`config.mk`:
```
export PLATFORM = sky130hd
export DESIGN_NAME = pid_position_controller_unit
export DESIGN_NICKNAME = d
export VERILOG_FILES = /design/src/hw/rtl/pidpc_pkg.sv /design/src/hw/rtl/pidpc_front.sv /design/src/hw/rtl/pidpc_div.sv /design/src/hw/rtl/pidpc_back.sv /design/src/hw/rtl/pid_position_controller_unit.sv
export SDC_FILE = /design/constraint.sdc
export NUM_CORES = 2
export LEC_CHECK = 0
export ABC_CLOCK_PERIOD_IN_PS = 19400
export BUFFER_PORTS_ARGS = -buffer_cell sky130_fd_sc_hd__buf_2
export CORE_UTILIZATION = 65
export CTS_BUF_LIST = sky130_fd_sc_hd__clkbuf_4 sky130_fd_sc_hd__clkbuf_8
export DETAILED_ROUTE_END_ITERATION = 12
export PLACE_DENSITY_LB_ADDON = 0.1
export SLEW_MARGIN = 20
export SYNTH_ARGS = -nofsm -noshare
export SYNTH_HDL_FRONTEND = slang
export SYNTH_HIERARCHICAL = 1
export SYNTH_SLANG_ARGS = --single-unit
```
`constraint.sdc`:
```
create_clock -name clock -period 19.4 [get_ports clock]
set_input_delay 3.88 -clock clock [delete_from_list [all_inputs] [get_ports clock]]
set_output_delay 3.88 -clock clock [all_outputs]
set_load 0.1 [all_outputs]
```
`src/hw/rtl/pidpc_pkg.sv`:
```
// ----------------------------------------------------------------------------
// pidpc_pkg
// Shared constants, types and helpers for the PID position controller.
// ----------------------------------------------------------------------------
`default_nettype none

package pidpc_pkg;

   // Sample and drive scaling
   localparam int ADC_BITS    = 12;
   localparam int CAL_W       = 12;
   localparam int DUTY_FULL   = 120;

   // Control law constants
   localparam int DEG_FULL    = 360;
   localparam int ANGLE_MAX   = 1023;
   localparam int SP_LOW      = 10;
   localparam int SP_HIGH     = 350;
   localparam int DEADBAND    = 2;
   localparam int GAIN_SCALE  = 100;
   localparam int STEP_LIMIT  = 100;
   localparam int INTEG_LIMIT = 800;
   localparam int SIGN_HYST   = 10;
   localparam int DUTY_MIN    = 40;
   localparam int SUPPLY_MV   = 5000;

   // Shared divider sizes
   localparam int DVD_W       = 23;
   localparam int DVS_W       = 13;
   localparam int DIV_CNT_W   = $clog2(DVD_W);

   // Constant divisions as reciprocal multiplication, exact for the operand ranges
   localparam int GAIN_SHIFT  = 28;
   localparam int GAIN_RECIP  = (2**GAIN_SHIFT + GAIN_SCALE - 1) / GAIN_SCALE;
   localparam int MV_SHIFT    = 27;
   localparam int MV_RECIP    = (2**MV_SHIFT + DUTY_FULL - 1) / DUTY_FULL;

   // Register map indexes
   localparam logic [2:0] REG_PROP_GAIN   = 3'd0;
   localparam logic [2:0] REG_INTEG_GAIN  = 3'd1;
   localparam logic [2:0] REG_DERIV_GAIN  = 3'd2;
   localparam logic [2:0] REG_SP_CAL_ZERO = 3'd3;
   localparam logic [2:0] REG_SP_CAL_FULL = 3'd4;
   localparam logic [2:0] REG_FB_CAL_ZERO = 3'd5;
   localparam logic [2:0] REG_FB_CAL_FULL = 3'd6;

   // Direction codes
   localparam logic [1:0] DIR_NONE = 2'd0;
   localparam logic [1:0] DIR_POS  = 2'd1;
   localparam logic [1:0] DIR_NEG  = 2'd2;

   typedef struct packed {
      logic [7:0]       prop_gain;
      logic [6:0]       integ_gain;
      logic [6:0]       deriv_gain;
      logic [CAL_W-1:0] sp_cal_zero;
      logic [CAL_W-1:0] sp_cal_full;
      logic [CAL_W-1:0] fb_cal_zero;
      logic [CAL_W-1:0] fb_cal_full;
   } pidpc_cfg_type;

   typedef struct packed {
      logic [ADC_BITS-1:0] feedback_raw;
      logic [ADC_BITS-1:0] setpoint_raw;
   } pidpc_item_type;

   typedef struct packed {
      logic [12:0]        drive_mv;
      logic signed [7:0]  control_out;
      logic signed [11:0] angle_error;
      logic signed [10:0] feedback_deg;
      logic [8:0]         setpoint_deg;
      logic [1:0]         dir_write;
      logic [6:0]         duty;
   } pidpc_result_type;

   typedef enum logic [3:0] {
      S_IDLE, S_SP, S_SP_WAIT, S_FB, S_FB_WAIT, S_ERR, S_MUL_I, S_MUL_D,
      S_QUO, S_QUO_WAIT, S_CTRL, S_MV_WAIT, S_OUT
   } pidpc_state_type;

   // Apply sign to a quotient magnitude and saturate to the angle range
   function automatic logic signed [10:0] sat_angle(input logic [DVD_W-1:0] q,
                                                    input logic neg);
      logic signed [10:0] r;
      if (!neg) begin
         r = (q > DVD_W'(ANGLE_MAX)) ? 11'sd1023 : $signed(q[10:0]);
      end else begin
         r = (q > DVD_W'(ANGLE_MAX + 1)) ? -11'sd1024 : $signed(-q[10:0]);
      end
      return r;
   endfunction

endpackage

`default_nettype wire

```
`src/hw/rtl/pidpc_front.sv`:
```
// ----------------------------------------------------------------------------
// pidpc_front
// Input side: accepts sample pairs and holds them in a two-entry queue.
// ----------------------------------------------------------------------------
`default_nettype none

module pidpc_front (
   input  wire                      clock,
   input  wire                      reset,
   input  wire                      in_valid,
   output logic                     in_ready,
   input  pidpc_pkg::pidpc_item_type in_item,
   output logic                     q_valid,
   input  wire                      q_pop,
   output pidpc_pkg::pidpc_item_type q_item
);
   import pidpc_pkg::*;

   pidpc_item_type entry_ff [2];
   logic           wr_ptr_ff, wr_ptr_in;
   logic           rd_ptr_ff, rd_ptr_in;
   logic [1:0]     count_ff, count_in;
   logic           push;

   // Take an item whenever a slot is free
   assign in_ready = (count_ff != 2'd2);
   assign push     = in_valid && in_ready;
   assign q_valid  = (count_ff != 2'd0);
   assign q_item   = entry_ff[rd_ptr_ff];

   always_comb begin
      wr_ptr_in = push ? ~wr_ptr_ff : wr_ptr_ff;
      rd_ptr_in = q_pop ? ~rd_ptr_ff : rd_ptr_ff;
      count_in  = count_ff + {1'b0, push} - {1'b0, q_pop};
   end

   always_ff @(posedge clock) begin
      if (reset) begin
         wr_ptr_ff <= 1'b0;
         rd_ptr_ff <= 1'b0;
         count_ff  <= 2'd0;
      end else begin
         wr_ptr_ff <= wr_ptr_in;
         rd_ptr_ff <= rd_ptr_in;
         count_ff  <= count_in;
      end
   end

   // Store the payload
   always_ff @(posedge clock) begin
      if (push) begin
         entry_ff[wr_ptr_ff] <= in_item;
      end
   end

endmodule

`default_nettype wire

```
`src/hw/rtl/pidpc_div.sv`:
```
// ----------------------------------------------------------------------------
// pidpc_div
// Restoring unsigned divider, one quotient bit per cycle.
// ----------------------------------------------------------------------------
`default_nettype none

module pidpc_div (
   input  wire                          clock,
   input  wire                          reset,
   input  wire                          start,
   input  wire [pidpc_pkg::DVD_W-1:0]   dividend,
   input  wire [pidpc_pkg::DVS_W-1:0]   divisor,
   output logic                         done,
   output logic [pidpc_pkg::DVD_W-1:0]  quotient
);
   import pidpc_pkg::*;

   logic [DVD_W-1:0]     quo_ff, quo_in;
   logic [DVS_W-1:0]     rem_ff, rem_in;
   logic [DVS_W-1:0]     dvs_ff, dvs_in;
   logic [DIV_CNT_W-1:0] cnt_ff, cnt_in;
   logic                 busy_ff, busy_in;
   logic                 done_ff, done_in;
   logic [DVS_W:0]       shifted;
   logic [DVS_W:0]       diff;

   assign done     = done_ff;
   assign quotient = quo_ff;

   // Shift in one dividend bit, subtract when it fits
   always_comb begin
      shifted = {rem_ff, quo_ff[DVD_W-1]};
      diff    = shifted - {1'b0, dvs_ff};
      quo_in  = quo_ff;
      rem_in  = rem_ff;
      dvs_in  = dvs_ff;
      cnt_in  = cnt_ff;
      busy_in = busy_ff;
      done_in = 1'b0;
      if (start) begin
         quo_in  = dividend;
         rem_in  = '0;
         dvs_in  = divisor;
         cnt_in  = DIV_CNT_W'(DVD_W - 1);
         busy_in = 1'b1;
      end else if (busy_ff) begin
         if (shifted >= {1'b0, dvs_ff}) begin
            rem_in = diff[DVS_W-1:0];
            quo_in = {quo_ff[DVD_W-2:0], 1'b1};
         end else begin
            rem_in = shifted[DVS_W-1:0];
            quo_in = {quo_ff[DVD_W-2:0], 1'b0};
         end
         cnt_in = cnt_ff - 1'b1;
         if (cnt_ff == '0) begin
            busy_in = 1'b0;
            done_in = 1'b1;
         end
      end
   end

   always_ff @(posedge clock) begin
      if (reset) begin
         busy_ff <= 1'b0;
         done_ff <= 1'b0;
      end else begin
         busy_ff <= busy_in;
         done_ff <= done_in;
      end
   end

   always_ff @(posedge clock) begin
      quo_ff <= quo_in;
      rem_ff <= rem_in;
      dvs_ff <= dvs_in;
      cnt_ff <= cnt_in;
   end

endmodule

`default_nettype wire

```
`src/hw/rtl/pidpc_back.sv`:
```
// ----------------------------------------------------------------------------
// pidpc_back
// Control sequencer: angle mapping, PID sum, limits, direction handling.
// ----------------------------------------------------------------------------
`default_nettype none

module pidpc_back (
   input  wire                          clock,
   input  wire                          reset,
   input  pidpc_pkg::pidpc_cfg_type     cfg,
   input  wire                          q_valid,
   output logic                         q_pop,
   input  pidpc_pkg::pidpc_item_type    q_item,
   output logic                         out_valid,
   input  wire                          out_ready,
   output pidpc_pkg::pidpc_result_type  out_item
);
   import pidpc_pkg::*;

   pidpc_state_type    state_ff, state_in;
   pidpc_item_type     raw_ff, raw_in;
   logic               neg_ff, neg_in;
   logic signed [21:0] acc_ff, acc_in;
   logic signed [11:0] deriv_ff, deriv_in;
   logic signed [7:0]  ctl_ff, ctl_in;
   logic [7:0]         mag_ff, mag_in;
   logic [13:0]        quo_ff, quo_in;
   pidpc_result_type   res_ff, res_in;

   // Controller state
   logic signed [10:0] integ_ff, integ_in;
   logic signed [10:0] last_fb_ff, last_fb_in;
   logic signed [7:0]  last_out_ff, last_out_in;
   logic [1:0]         last_dir_ff, last_dir_in;
   logic               rev_pend_ff, rev_pend_in;
   logic               pend_fwd_ff, pend_fwd_in;

   // Divider port
   logic               div_start;
   logic [DVD_W-1:0]   div_dividend;
   logic [DVS_W-1:0]   div_divisor;
   logic               div_done;
   logic [DVD_W-1:0]   div_q;

   // Scratch
   logic [CAL_W-1:0]   cal_zero, cal_full;
   logic [ADC_BITS-1:0] raw_sel;
   logic signed [12:0] span, diff;
   logic signed [21:0] num, num_mag;
   logic signed [12:0] span_mag;
   logic signed [10:0] deg;
   logic signed [11:0] err;
   logic [21:0]        acc_mag;
   logic [43:0]        quo_prod;
   logic signed [14:0] ctl_q;
   logic signed [15:0] lim, step;
   logic signed [12:0] integ_sum;
   logic [1:0]         sign;
   logic               wind_hold;
   logic [7:0]         mag;
   logic [19:0]        mv_num;
   logic [40:0]        mv_prod;

   pidpc_div u_div (
      .clock    (clock),
      .reset    (reset),
      .start    (div_start),
      .dividend (div_dividend),
      .divisor  (div_divisor),
      .done     (div_done),
      .quotient (div_q)
   );

   assign out_valid = (state_ff == S_OUT);
   assign out_item  = res_ff;

   // Next state, datapath and outputs
   always_comb begin
      state_in     = state_ff;
      raw_in       = raw_ff;
      neg_in       = neg_ff;
      acc_in       = acc_ff;
      deriv_in     = deriv_ff;
      ctl_in       = ctl_ff;
      mag_in       = mag_ff;
      quo_in       = quo_ff;
      res_in       = res_ff;
      integ_in     = integ_ff;
      last_fb_in   = last_fb_ff;
      last_out_in  = last_out_ff;
      last_dir_in  = last_dir_ff;
      rev_pend_in  = rev_pend_ff;
      pend_fwd_in  = pend_fwd_ff;
      q_pop        = 1'b0;
      div_start    = 1'b0;
      div_dividend = '0;
      div_divisor  = '0;

      // Angle mapping operands for the current input
      if (state_ff == S_SP) begin
         cal_zero = cfg.sp_cal_zero;
         cal_full = cfg.sp_cal_full;
         raw_sel  = raw_ff.setpoint_raw;
      end else begin
         cal_zero = cfg.fb_cal_zero;
         cal_full = cfg.fb_cal_full;
         raw_sel  = raw_ff.feedback_raw;
      end
      span     = $signed({1'b0, cal_full}) - $signed({1'b0, cal_zero});
      diff     = $signed({1'b0, raw_sel}) - $signed({1'b0, cal_zero});
      num      = $signed({{9{diff[12]}}, diff}) * $signed(22'(DEG_FULL));
      num_mag  = num[21] ? -num : num;
      span_mag = span[12] ? -span : span;
      deg      = sat_angle(div_q, neg_ff);

      err = $signed({3'b0, res_ff.setpoint_deg})
            - $signed({res_ff.feedback_deg[10], res_ff.feedback_deg});

      // Divide the PID sum magnitude by the gain scale
      acc_mag  = acc_ff[21] ? 22'(-acc_ff) : 22'(acc_ff);
      quo_prod = 44'(acc_mag) * 44'(GAIN_RECIP);

      // Rate limit and clamp of the scaled sum
      ctl_q = neg_ff ? -$signed({1'b0, quo_ff}) : $signed({1'b0, quo_ff});
      step  = $signed({ctl_q[14], ctl_q}) - 16'(last_out_ff);
      lim   = $signed({ctl_q[14], ctl_q});
      if (step > 16'sd100) begin
         lim = 16'(last_out_ff) + 16'(STEP_LIMIT);
      end else if (step < -16'sd100) begin
         lim = 16'(last_out_ff) - 16'(STEP_LIMIT);
      end
      if (lim > 16'(DUTY_FULL)) begin
         lim = 16'(DUTY_FULL);
      end
      if (lim < -16'(DUTY_FULL)) begin
         lim = -16'(DUTY_FULL);
      end

      // Direction, anti-windup and minimum duty
      if (ctl_ff > 8'(SIGN_HYST)) begin
         sign = DIR_POS;
      end else if (ctl_ff < -8'sd10) begin
         sign = DIR_NEG;
      end else begin
         sign = DIR_NONE;
      end
      wind_hold = (ctl_ff >= 8'(DUTY_FULL) && err > 12'sd0)
                  || (ctl_ff <= -8'sd120 && err < 12'sd0);
      integ_sum = 13'(integ_ff) + 13'(err);
      if (integ_sum > 13'(INTEG_LIMIT)) begin
         integ_sum = 13'(INTEG_LIMIT);
      end
      if (integ_sum < -13'(INTEG_LIMIT)) begin
         integ_sum = -13'(INTEG_LIMIT);
      end
      mag = ctl_ff[7] ? 8'(-ctl_ff) : 8'(ctl_ff);
      if (mag != 8'd0 && mag < 8'(DUTY_MIN)) begin
         mag = 8'(DUTY_MIN);
      end

      // Drive in millivolts from the registered duty
      mv_num  = 20'(mag_ff) * 20'(SUPPLY_MV);
      mv_prod = 41'(mv_num) * 41'(MV_RECIP);

      case (state_ff)
         S_IDLE: begin
            if (q_valid) begin
               q_pop    = 1'b1;
               raw_in   = q_item;
               state_in = S_SP;
            end
         end
         S_SP, S_FB: begin
            if (span == 13'sd0) begin
               if (state_ff == S_SP) begin
                  res_in.setpoint_deg = 9'(SP_LOW);
                  state_in = S_FB;
               end else begin
                  res_in.feedback_deg = '0;
                  state_in = S_ERR;
               end
            end else begin
               div_start    = 1'b1;
               div_dividend = {1'b0, num_mag};
               div_divisor  = span_mag;
               neg_in       = num[21] ^ span[12];
               state_in     = (state_ff == S_SP) ? S_SP_WAIT : S_FB_WAIT;
            end
         end
         S_SP_WAIT: begin
            if (div_done) begin
               if (deg < 11'(SP_LOW)) begin
                  res_in.setpoint_deg = 9'(SP_LOW);
               end else if (deg > 11'(SP_HIGH)) begin
                  res_in.setpoint_deg = 9'(SP_HIGH);
               end else begin
                  res_in.setpoint_deg = deg[8:0];
               end
               state_in = S_FB;
            end
         end
         S_FB_WAIT: begin
            if (div_done) begin
               res_in.feedback_deg = deg;
               state_in = S_ERR;
            end
         end
         S_ERR: begin
            res_in.angle_error = err;
            last_fb_in         = res_ff.feedback_deg;
            if (err > -12'(DEADBAND) && err < 12'(DEADBAND)) begin
               // Inside the deadband: stop the drive and clear the integral
               integ_in           = '0;
               rev_pend_in        = 1'b0;
               res_in.duty        = '0;
               res_in.dir_write   = DIR_NONE;
               res_in.control_out = '0;
               res_in.drive_mv    = '0;
               state_in           = S_OUT;
            end else begin
               deriv_in = 12'(last_fb_ff) - 12'(res_ff.feedback_deg);
               acc_in   = 22'($signed({1'b0, cfg.prop_gain}) * err);
               state_in = S_MUL_I;
            end
         end
         S_MUL_I: begin
            acc_in   = acc_ff + 22'($signed({1'b0, cfg.integ_gain}) * integ_ff);
            state_in = S_MUL_D;
         end
         S_MUL_D: begin
            acc_in   = acc_ff + 22'($signed({1'b0, cfg.deriv_gain}) * deriv_ff);
            state_in = S_QUO;
         end
         S_QUO: begin
            quo_in   = quo_prod[GAIN_SHIFT+13:GAIN_SHIFT];
            neg_in   = acc_ff[21];
            state_in = S_QUO_WAIT;
         end
         S_QUO_WAIT: begin
            ctl_in   = lim[7:0];
            state_in = S_CTRL;
         end
         S_CTRL: begin
            if (!wind_hold) begin
               integ_in = integ_sum[10:0];
            end
            last_out_in        = ctl_ff;
            res_in.dir_write   = DIR_NONE;
            res_in.duty        = '0;
            res_in.control_out = '0;
            res_in.drive_mv    = '0;
            if (!rev_pend_ff && sign != DIR_NONE && last_dir_ff != DIR_NONE
                && sign != last_dir_ff) begin
               // Reversal: insert one idle tick
               rev_pend_in = 1'b1;
               pend_fwd_in = (sign == DIR_POS);
               state_in    = S_OUT;
            end else begin
               if (rev_pend_ff) begin
                  res_in.dir_write = pend_fwd_ff ? DIR_POS : DIR_NEG;
                  rev_pend_in      = 1'b0;
               end
               if (sign != DIR_NONE) begin
                  last_dir_in = sign;
               end
               res_in.duty        = mag[6:0];
               res_in.control_out = ctl_ff;
               mag_in             = mag;
               if (mag == 8'd0) begin
                  state_in = S_OUT;
               end else begin
                  state_in = S_MV_WAIT;
               end
            end
         end
         S_MV_WAIT: begin
            res_in.drive_mv = mv_prod[MV_SHIFT+12:MV_SHIFT];
            state_in        = S_OUT;
         end
         S_OUT: begin
            if (out_ready) begin
               state_in = S_IDLE;
            end
         end
         default: begin
            state_in = S_IDLE;
         end
      endcase
   end

   always_ff @(posedge clock) begin
      if (reset) begin
         state_ff    <= S_IDLE;
         integ_ff    <= '0;
         last_fb_ff  <= '0;
         last_out_ff <= '0;
         last_dir_ff <= DIR_NONE;
         rev_pend_ff <= 1'b0;
         pend_fwd_ff <= 1'b0;
      end else begin
         state_ff    <= state_in;
         integ_ff    <= integ_in;
         last_fb_ff  <= last_fb_in;
         last_out_ff <= last_out_in;
         last_dir_ff <= last_dir_in;
         rev_pend_ff <= rev_pend_in;
         pend_fwd_ff <= pend_fwd_in;
      end
   end

   // Working registers
   always_ff @(posedge clock) begin
      raw_ff   <= raw_in;
      neg_ff   <= neg_in;
      acc_ff   <= acc_in;
      deriv_ff <= deriv_in;
      ctl_ff   <= ctl_in;
      mag_ff   <= mag_in;
      quo_ff   <= quo_in;
      res_ff   <= res_in;
   end

endmodule

`default_nettype wire

```
`src/hw/rtl/pid_position_controller_unit.sv`:
```
// ----------------------------------------------------------------------------
// pid_position_controller_unit
// PID position controller with anti-windup and reversal idle tick.
// ----------------------------------------------------------------------------
//  Channel   Direction  Carries
//  req_*     in         one control tick: setpoint and feedback ADC samples
//  rsp_*     out        one result per tick: duty, direction, angles, drive
//  csr_*     in/out     gains and calibration points
//
//  Each angle whose two calibration points differ passes through the shared
//  one-bit-per-cycle divider, and a tick outside the deadband adds the PID sum,
//  limits and drive steps; the result then waits on rsp_tready.
//  Reset is synchronous and clears the controller state and the queue.
//  A two-entry queue takes new items while a result waits on rsp_tready.
// ----------------------------------------------------------------------------
`default_nettype none

module pid_position_controller_unit (
   input  wire         clock,
   input  wire         reset,
   // setpoint_raw [11:0], feedback_raw [23:12]
   input  wire  [23:0] req_tdata,
   input  wire         req_tvalid,
   output logic        req_tready,
   // duty [6:0], dir_write [8:7], setpoint_deg [17:9], feedback_deg [28:18],
   // angle_error [40:29], control_out [48:41], drive_mv [61:49], zero [63:62]
   output logic [63:0] rsp_tdata,
   output logic        rsp_tvalid,
   input  wire         rsp_tready,
   input  wire         csr_psel,
   input  wire         csr_penable,
   input  wire         csr_pwrite,
   input  wire  [4:0]  csr_paddr,
   input  wire  [31:0] csr_pwdata,
   output logic [31:0] csr_prdata,
   output logic        csr_pready
);
   import pidpc_pkg::*;

   pidpc_cfg_type    cfg_ff, cfg_in;
   pidpc_item_type   in_item, q_item;
   pidpc_result_type res;
   logic             q_valid, q_pop;
   logic [2:0]       reg_idx;

   assign csr_pready = 1'b1;
   assign reg_idx    = csr_paddr[4:2];

   // Register writes
   always_comb begin
      cfg_in = cfg_ff;
      if (csr_psel && csr_penable && csr_pwrite) begin
         case (reg_idx)
            REG_PROP_GAIN:   cfg_in.prop_gain   = csr_pwdata[7:0];
            REG_INTEG_GAIN:  cfg_in.integ_gain  = csr_pwdata[6:0];
            REG_DERIV_GAIN:  cfg_in.deriv_gain  = csr_pwdata[6:0];
            REG_SP_CAL_ZERO: cfg_in.sp_cal_zero = csr_pwdata[CAL_W-1:0];
            REG_SP_CAL_FULL: cfg_in.sp_cal_full = csr_pwdata[CAL_W-1:0];
            REG_FB_CAL_ZERO: cfg_in.fb_cal_zero = csr_pwdata[CAL_W-1:0];
            REG_FB_CAL_FULL: cfg_in.fb_cal_full = csr_pwdata[CAL_W-1:0];
            default: begin
            end
         endcase
      end
   end

   always_ff @(posedge clock) begin
      if (reset) begin
         cfg_ff.prop_gain   <= 8'd30;
         cfg_ff.integ_gain  <= 7'd10;
         cfg_ff.deriv_gain  <= 7'd0;
         cfg_ff.sp_cal_zero <= CAL_W'(4061);
         cfg_ff.sp_cal_full <= '0;
         cfg_ff.fb_cal_zero <= CAL_W'(4057);
         cfg_ff.fb_cal_full <= '0;
      end else begin
         cfg_ff <= cfg_in;
      end
   end

   // Register reads
   always_comb begin
      case (reg_idx)
         REG_PROP_GAIN:   csr_prdata = 32'(cfg_ff.prop_gain);
         REG_INTEG_GAIN:  csr_prdata = 32'(cfg_ff.integ_gain);
         REG_DERIV_GAIN:  csr_prdata = 32'(cfg_ff.deriv_gain);
         REG_SP_CAL_ZERO: csr_prdata = 32'(cfg_ff.sp_cal_zero);
         REG_SP_CAL_FULL: csr_prdata = 32'(cfg_ff.sp_cal_full);
         REG_FB_CAL_ZERO: csr_prdata = 32'(cfg_ff.fb_cal_zero);
         REG_FB_CAL_FULL: csr_prdata = 32'(cfg_ff.fb_cal_full);
         default:         csr_prdata = '0;
      endcase
   end

   assign in_item.setpoint_raw = req_tdata[11:0];
   assign in_item.feedback_raw = req_tdata[23:12];

   pidpc_front u_front (
      .clock    (clock),
      .reset    (reset),
      .in_valid (req_tvalid),
      .in_ready (req_tready),
      .in_item  (in_item),
      .q_valid  (q_valid),
      .q_pop    (q_pop),
      .q_item   (q_item)
   );

   pidpc_back u_back (
      .clock     (clock),
      .reset     (reset),
      .cfg       (cfg_ff),
      .q_valid   (q_valid),
      .q_pop     (q_pop),
      .q_item    (q_item),
      .out_valid (rsp_tvalid),
      .out_ready (rsp_tready),
      .out_item  (res)
   );

   // Pack the result item
   assign rsp_tdata = {2'b00, res.drive_mv, res.control_out, res.angle_error,
                       res.feedback_deg, res.setpoint_deg, res.dir_write, res.duty};

endmodule

`default_nettype wire
```
; ---- Word-level counts from Yosys, hierarchy flattened
; Memory sizes are Yosys's and may differ from the RTL's. A register that Yosys moved wholly into a read port is not among the register bits.
; Cells that the tools add are included.
; Widths: inputs -> output; s select.
[totals]
ff_bits = 295
mem_bits_rw = 48
inputBits = 68
output_inout_bits = 99
romBits = 0
n_memories = 1
wordCells = 252
latchBits = 0
[op_classes]
multipliers = 7
bitwise_logic = 8
addsub = 20
muxes = 75
magnitude_cmp = 20
reduce_logical = 52
n_div = 0
shifts = 0
n_eq_ne = 32
[mem_list]
columns = name, depth, word_bits, rd, rd_clocked_by_memory_dff, wr, line
row1 = u_front.entry_ff, 2, 24, 1, 1, 1, pidpc_front.sv:19  ; pidpc_item_type entry_ff [2];
[op_table]
columns = op, count
row1 = $mux 11, 8
row2 = $mux 22, 4
row3 = $pmux 12 s7, 1
row4 = $mux 23, 3
row5 = $pmux 22 s3, 1
row6 = $mux 9, 6
row7 = $mux 12, 4
row8 = $mux 16, 3
row9 = $pmux 4 s12, 1
row10 = $add 22x22->22, 2
row11 = $neg 22->22, 2
row12 = $pmux 11 s2, 2
row13 = $mul 22x22->42 const B, 1
row14 = $pmux 13 s3, 1
row15 = $mul 17x20->36 const B, 1
row16 = $pmux 9 s2, 2
row17 = $gt 16x8->1 const B, 2
row18 = $lt 16x8->1 const B, 2
row19 = $reduce_and 2->1, 15
row20 = $mux 13, 2
row21 = $sub 12x12->13, 2
row22 = $mux 4, 6
row23 = $mux 8, 3
row24 = $gt 23x10->1 const B, 1
row25 = other kinds (70), 139

; ---- Logic depth before layout (Yosys ltp)
[logic_depth]
word_depth = 9
mapped_depth = 39
ltp_nobuf = 39

; ---- Hierarchy
; The synthesis kept the hierarchy.
[by_module_without_submodules]
columns = module, seq_area_each_um2, instances, cells_each, area_each_um2
row1 = pidpc_back, 5295.1, 1, 4058, 38011.5
row2 = pid_position_controller_unit, 1401.3, 1, 368, 3618.5
row3 = pidpc_div, 1481.4, 1, 266, 2949.1
row4 = pidpc_front, 1541.5, 1, 103, 1985.7

; ---- Least setup slack after synthesis
; No wires, ideal clock.
[synth_path]
path_kind = input to output
from = input csr_paddr[3]
to = output csr_prdata[5]
setup_slack_ns = 8.746
required_time_ns = 15.520
cell_stages = 5
path_buffers = 2
arrival_ns = 6.774
cell_sequence = buf_4 -> buf_6 -> mux2i_1 -> o221a_2 -> a221oi_1
[synth_between]
elab_chain_len = 2
word_cells_on_any_way = 8
cone_classes = eq/ne: 6 / mux: 1 / reduce/logical: 1
[synth_lines]
columns = item, line
row1 = start: declaration, pid_position_controller_unit.sv:33  ; input wire [4:0] csr_paddr,
row2 = "$eq 3x3->1, or another cell as far along", pid_position_controller_unit.sv:83  ; case (reg_idx)
row3 = $pmux 12 s7 (*), pid_position_controller_unit.sv:83
row4 = end: declaration, pid_position_controller_unit.sv:35  ; output logic [31:0] csr_prdata,
; Mark *: on every way between the ends. The rest lies on a longest branch, timed or not.

; ---- Final worst setup path
[layout_path]
from = register u_back.mag_ff[3]
to = register u_back.res_ff (netlist bit u_back/out_item[61]), data pin
[layout_between]
elab_chain_len = 3
[layout_lines]
columns = item, line
row1 = start: declaration, pidpc_back.sv:26  ; logic [7:0] mag_ff, mag_in;
row2 = start signal: assignment, pidpc_back.sv:318  ; mag_ff <= mag_in;
row3 = $mul 8x10->17, pidpc_back.sv:162  ; mv_num = 20'(mag_ff) * 20'(SUPPLY_MV);
row4 = $mul 17x20->36, pidpc_back.sv:163  ; mv_prod = 41'(mv_num) * 41'(MV_RECIP);
row5 = $pmux 13 s3, pidpc_back.sv:165  ; case (state_ff)
row6 = end signal: assignment, pidpc_back.sv:320  ; res_ff <= res_in;
row7 = end: declaration, pidpc_back.sv:28  ; pidpc_result_type res_ff, res_in;
; No other way between the ends.
; A chain may end at the register's enable or synchronous reset.

==> reports/metrics.yaml <==
status: "complete, no violations"
finalSetupViolations: 0
reg2reg_depth: 36
routabilityCongestion: 0.9400
avgSynthCellArea_sq_um: 9.711
ys_seq_elements: 368
grt_setup_unrepaired: "no"
antenna_found_initial: 3
met2WireLength_um: 50200
cpMostUsedCell: "fa_1"
synthArstFlopShare_pct: 0
fmax_mhz: 101.4
dp_hpwl_um: 86860
dieArea_sq_um: 72710
syn_area_sq_um: 46560
min_period_over_period_pct: 50.83
ys_top_cells_by_count: "inv_1 (876), ha_1 (633), fa_1 (515)"
wl_per_cell_um: 18.16
cp_data_arrival_time_ns: 10.24
finalNonFillerCells: 5899
yosysTopAreaCell: "fa_1"
ys_types: 102
synth.most_common_cell: "inv_1"
via_per_inst: 5.685
cts-root-buf: "clkbuf_8"
grt_pass1_vias: 34029
clock_latency_ns: 0.69
cp-start-kind: "register"
post-synth-top-area-fraction_pct: 22.14
slew_viol_final: 0
cts_resized: 0
end_kind: "register"
post-cts-setup-buffers: 0
core-area_sq_um: 70510
ant_nets: 0
drive_gt1_share_pct: 8.572
setup_slack_ns: 9.540
cts_sinks: 368
gr-total-overflow: 0
route.met3.wl_um: 7741
nNetsFinal: 6117
core.rowCount: 97
fp.dieH_um: 269.7
cts_buffers: 69
tightest_slew_ns: 1.179
dr.pass1.iters: 6
h-tree-depth: 3
path_clk_slew_ns: 0.06
ys_warn_count: 6
crit_required_ns: 19.78
topRoutingLayerUsed: "met4"
totalWireLength_um: 107100
seq_area_frac_synth_pct: 20.87
syn_inst: 4795
critPathSlowestCell: "a2111oi_0"
portBuffers: 121
hold_end: "u_back/last_fb_ff[7]"
place_inst: 5770
holdBufCountCts: 0
reg2reg_slack_ns: 9.54
cap_violations: 0
critical_path_class: "register to register"
route.vias.total: 33534
pre_cts_ws_ns: 9.594
setup_tns_ns: 0
grt_util_all_layers_pct: 30.11
skew_ns: 0.03217
synth-edff-count: 235
min_from: "u_back/last_fb_ff[7]"
cpPeakStageDelay_ns: 0.62
grt_pass1_wl_um: 175600
ys.flop_type: "edfxtp_1"
min_period_ns: 9.860
cts_tree: "yes"
wl_met1_um: 45990
io_pins: 167
regToRegEndpoint: "u_back/out_item[61]"
cts_buffer_depth: 3
rr_startpoint: "u_back/mag_ff[3]"
area_growth_pct: 6.280
grt_start_max_net_pins: 73
critPathMaxFanout: 7
start_util_pct: 66.04
hp-class: "register to register"
drt_iter0_markers: 2281
holdPathStages: 2
slew_headroom_pct: 20.81
drc: 0
die_w_um: 269.7
synthTopCellsByArea: "fa_1 (22%), ha_1 (17%), edfxtp_1 (15%)"
finalHoldViolations: 0
worst max path at each step:
stage / startpoint / slack [ns] / depth (start not counted) / to
final: u_back/mag_ff[3] / 9.54 / 36 / u_back/out_item[61]
after global placement: csr_paddr[3] / 9.57 / 5 / csr_prdata[1]
after detailed placement: csr_paddr[3] / 9.59 / 5 / csr_prdata[1]
after global routing: u_back/mag_ff[3] / 8.60 / 36 / u_back/out_item[61]
after CTS: u_back/mag_ff[3] / 9.54 / 36 / u_back/out_item[61]
after floorplan: csr_paddr[3] / 8.75 / 5 / csr_prdata[5]
per-layer routing:
layer	GRT usage [%]	vias to the layer above
met2	50.06	925
met1	39.80	16319
met3	5.628	181
met5	0	-
met4	9.480	0
li1	-	16109
final cells by class:
type / count / area [sq um]
clock buffers: 89 / 1131
well taps: 940 / 1176
inverters: 876 / 3288
flip-flops and latches: 368 / 9721
multi-input cells: 3430 / 32960
clock inverters: 39 / 336.6
repair buffers: 156 / 870.8
fillers: 5499 / 21030
diodes: 1 / 2.502
stage by stage:
stage / utilization, % / hold WS, ns / area [sq um]
detailed placement: 68.07 / 0.4538 / 48000
global route: 70.18 / 0.4863 / 49490
CTS: 70.15 / 0.4621 / 49470
global placement: 68.07 / 0.4455 / 48000
floorplan: - / 0.4363 / 46650
finish: 70.18 / 0.4600 / 49490
flip-flops by register name, summed over array words and instances (netlist names), 11 cells and up, named ones only:
name	cells
u_back/u_div/rem_ff	13
u_back/u_div/quotient	23
u_back/quo_ff	14
u_back/acc_ff	22
u_back/u_div/dvs_ff	13
u_back/out_item	62
u_back/deriv_ff	12
u_back/last_fb_ff	11
u_front/entry_ff	48
cfg_ff	70
u_back/integ_ff	11
u_back/raw_ff	24
placed cells by master, fill, tap and decap left out, types with 36 or more instances in the layout:
cell      synthesis  final
nand3_1          51     51
nand2b_1        103    103
nor2b_1          55     55
ha_1            633    633
nor3_1           65     63
inv_1           876    875
dfxtp_1         133    132
a21o_1           60     60
xor2_1           86     86
xnor2_1         153    149
clkbuf_8          0     74
nand2_1         294    294
buf_2            13    120
o21ai_0         121    121
fa_1            515    515
mux2_2           71     71
edfxtp_1        235    235
nor2_1          241    240
a21oi_1         159    158
mux2i_1         117    117
buf_4            27     36
and2_1          179    179
critical path: cells and delay by family (launching register included):
kind                       cells  cell delay [ns]
adders and majority gates     11             4.68
DFF                            1             0.57
xor gates and xnor gates       2             0.57
AOI/OAI and AO/OA             16             3.12
buffers and inverters          3             0.18
and+or+nand+nor                4             0.44
logic make-up after synthesis:
group / count (synthesis) / synth area share (%)
buffers and inverters: 1021 / 8.644
other: 3 / 0.02418
AOI/OAI and AO/OA: 666 / 9.738
and+or+nand+nor: 1161 / 12.80
DFF: 368 / 20.87
muxes: 188 / 4.232
xor gates and xnor gates: 240 / 4.544
adders and majority gates: 1148 / 39.15
Power is not shown: default switching activity piles up to over one toggle a cycle in this logic, so the estimate is an artifact.
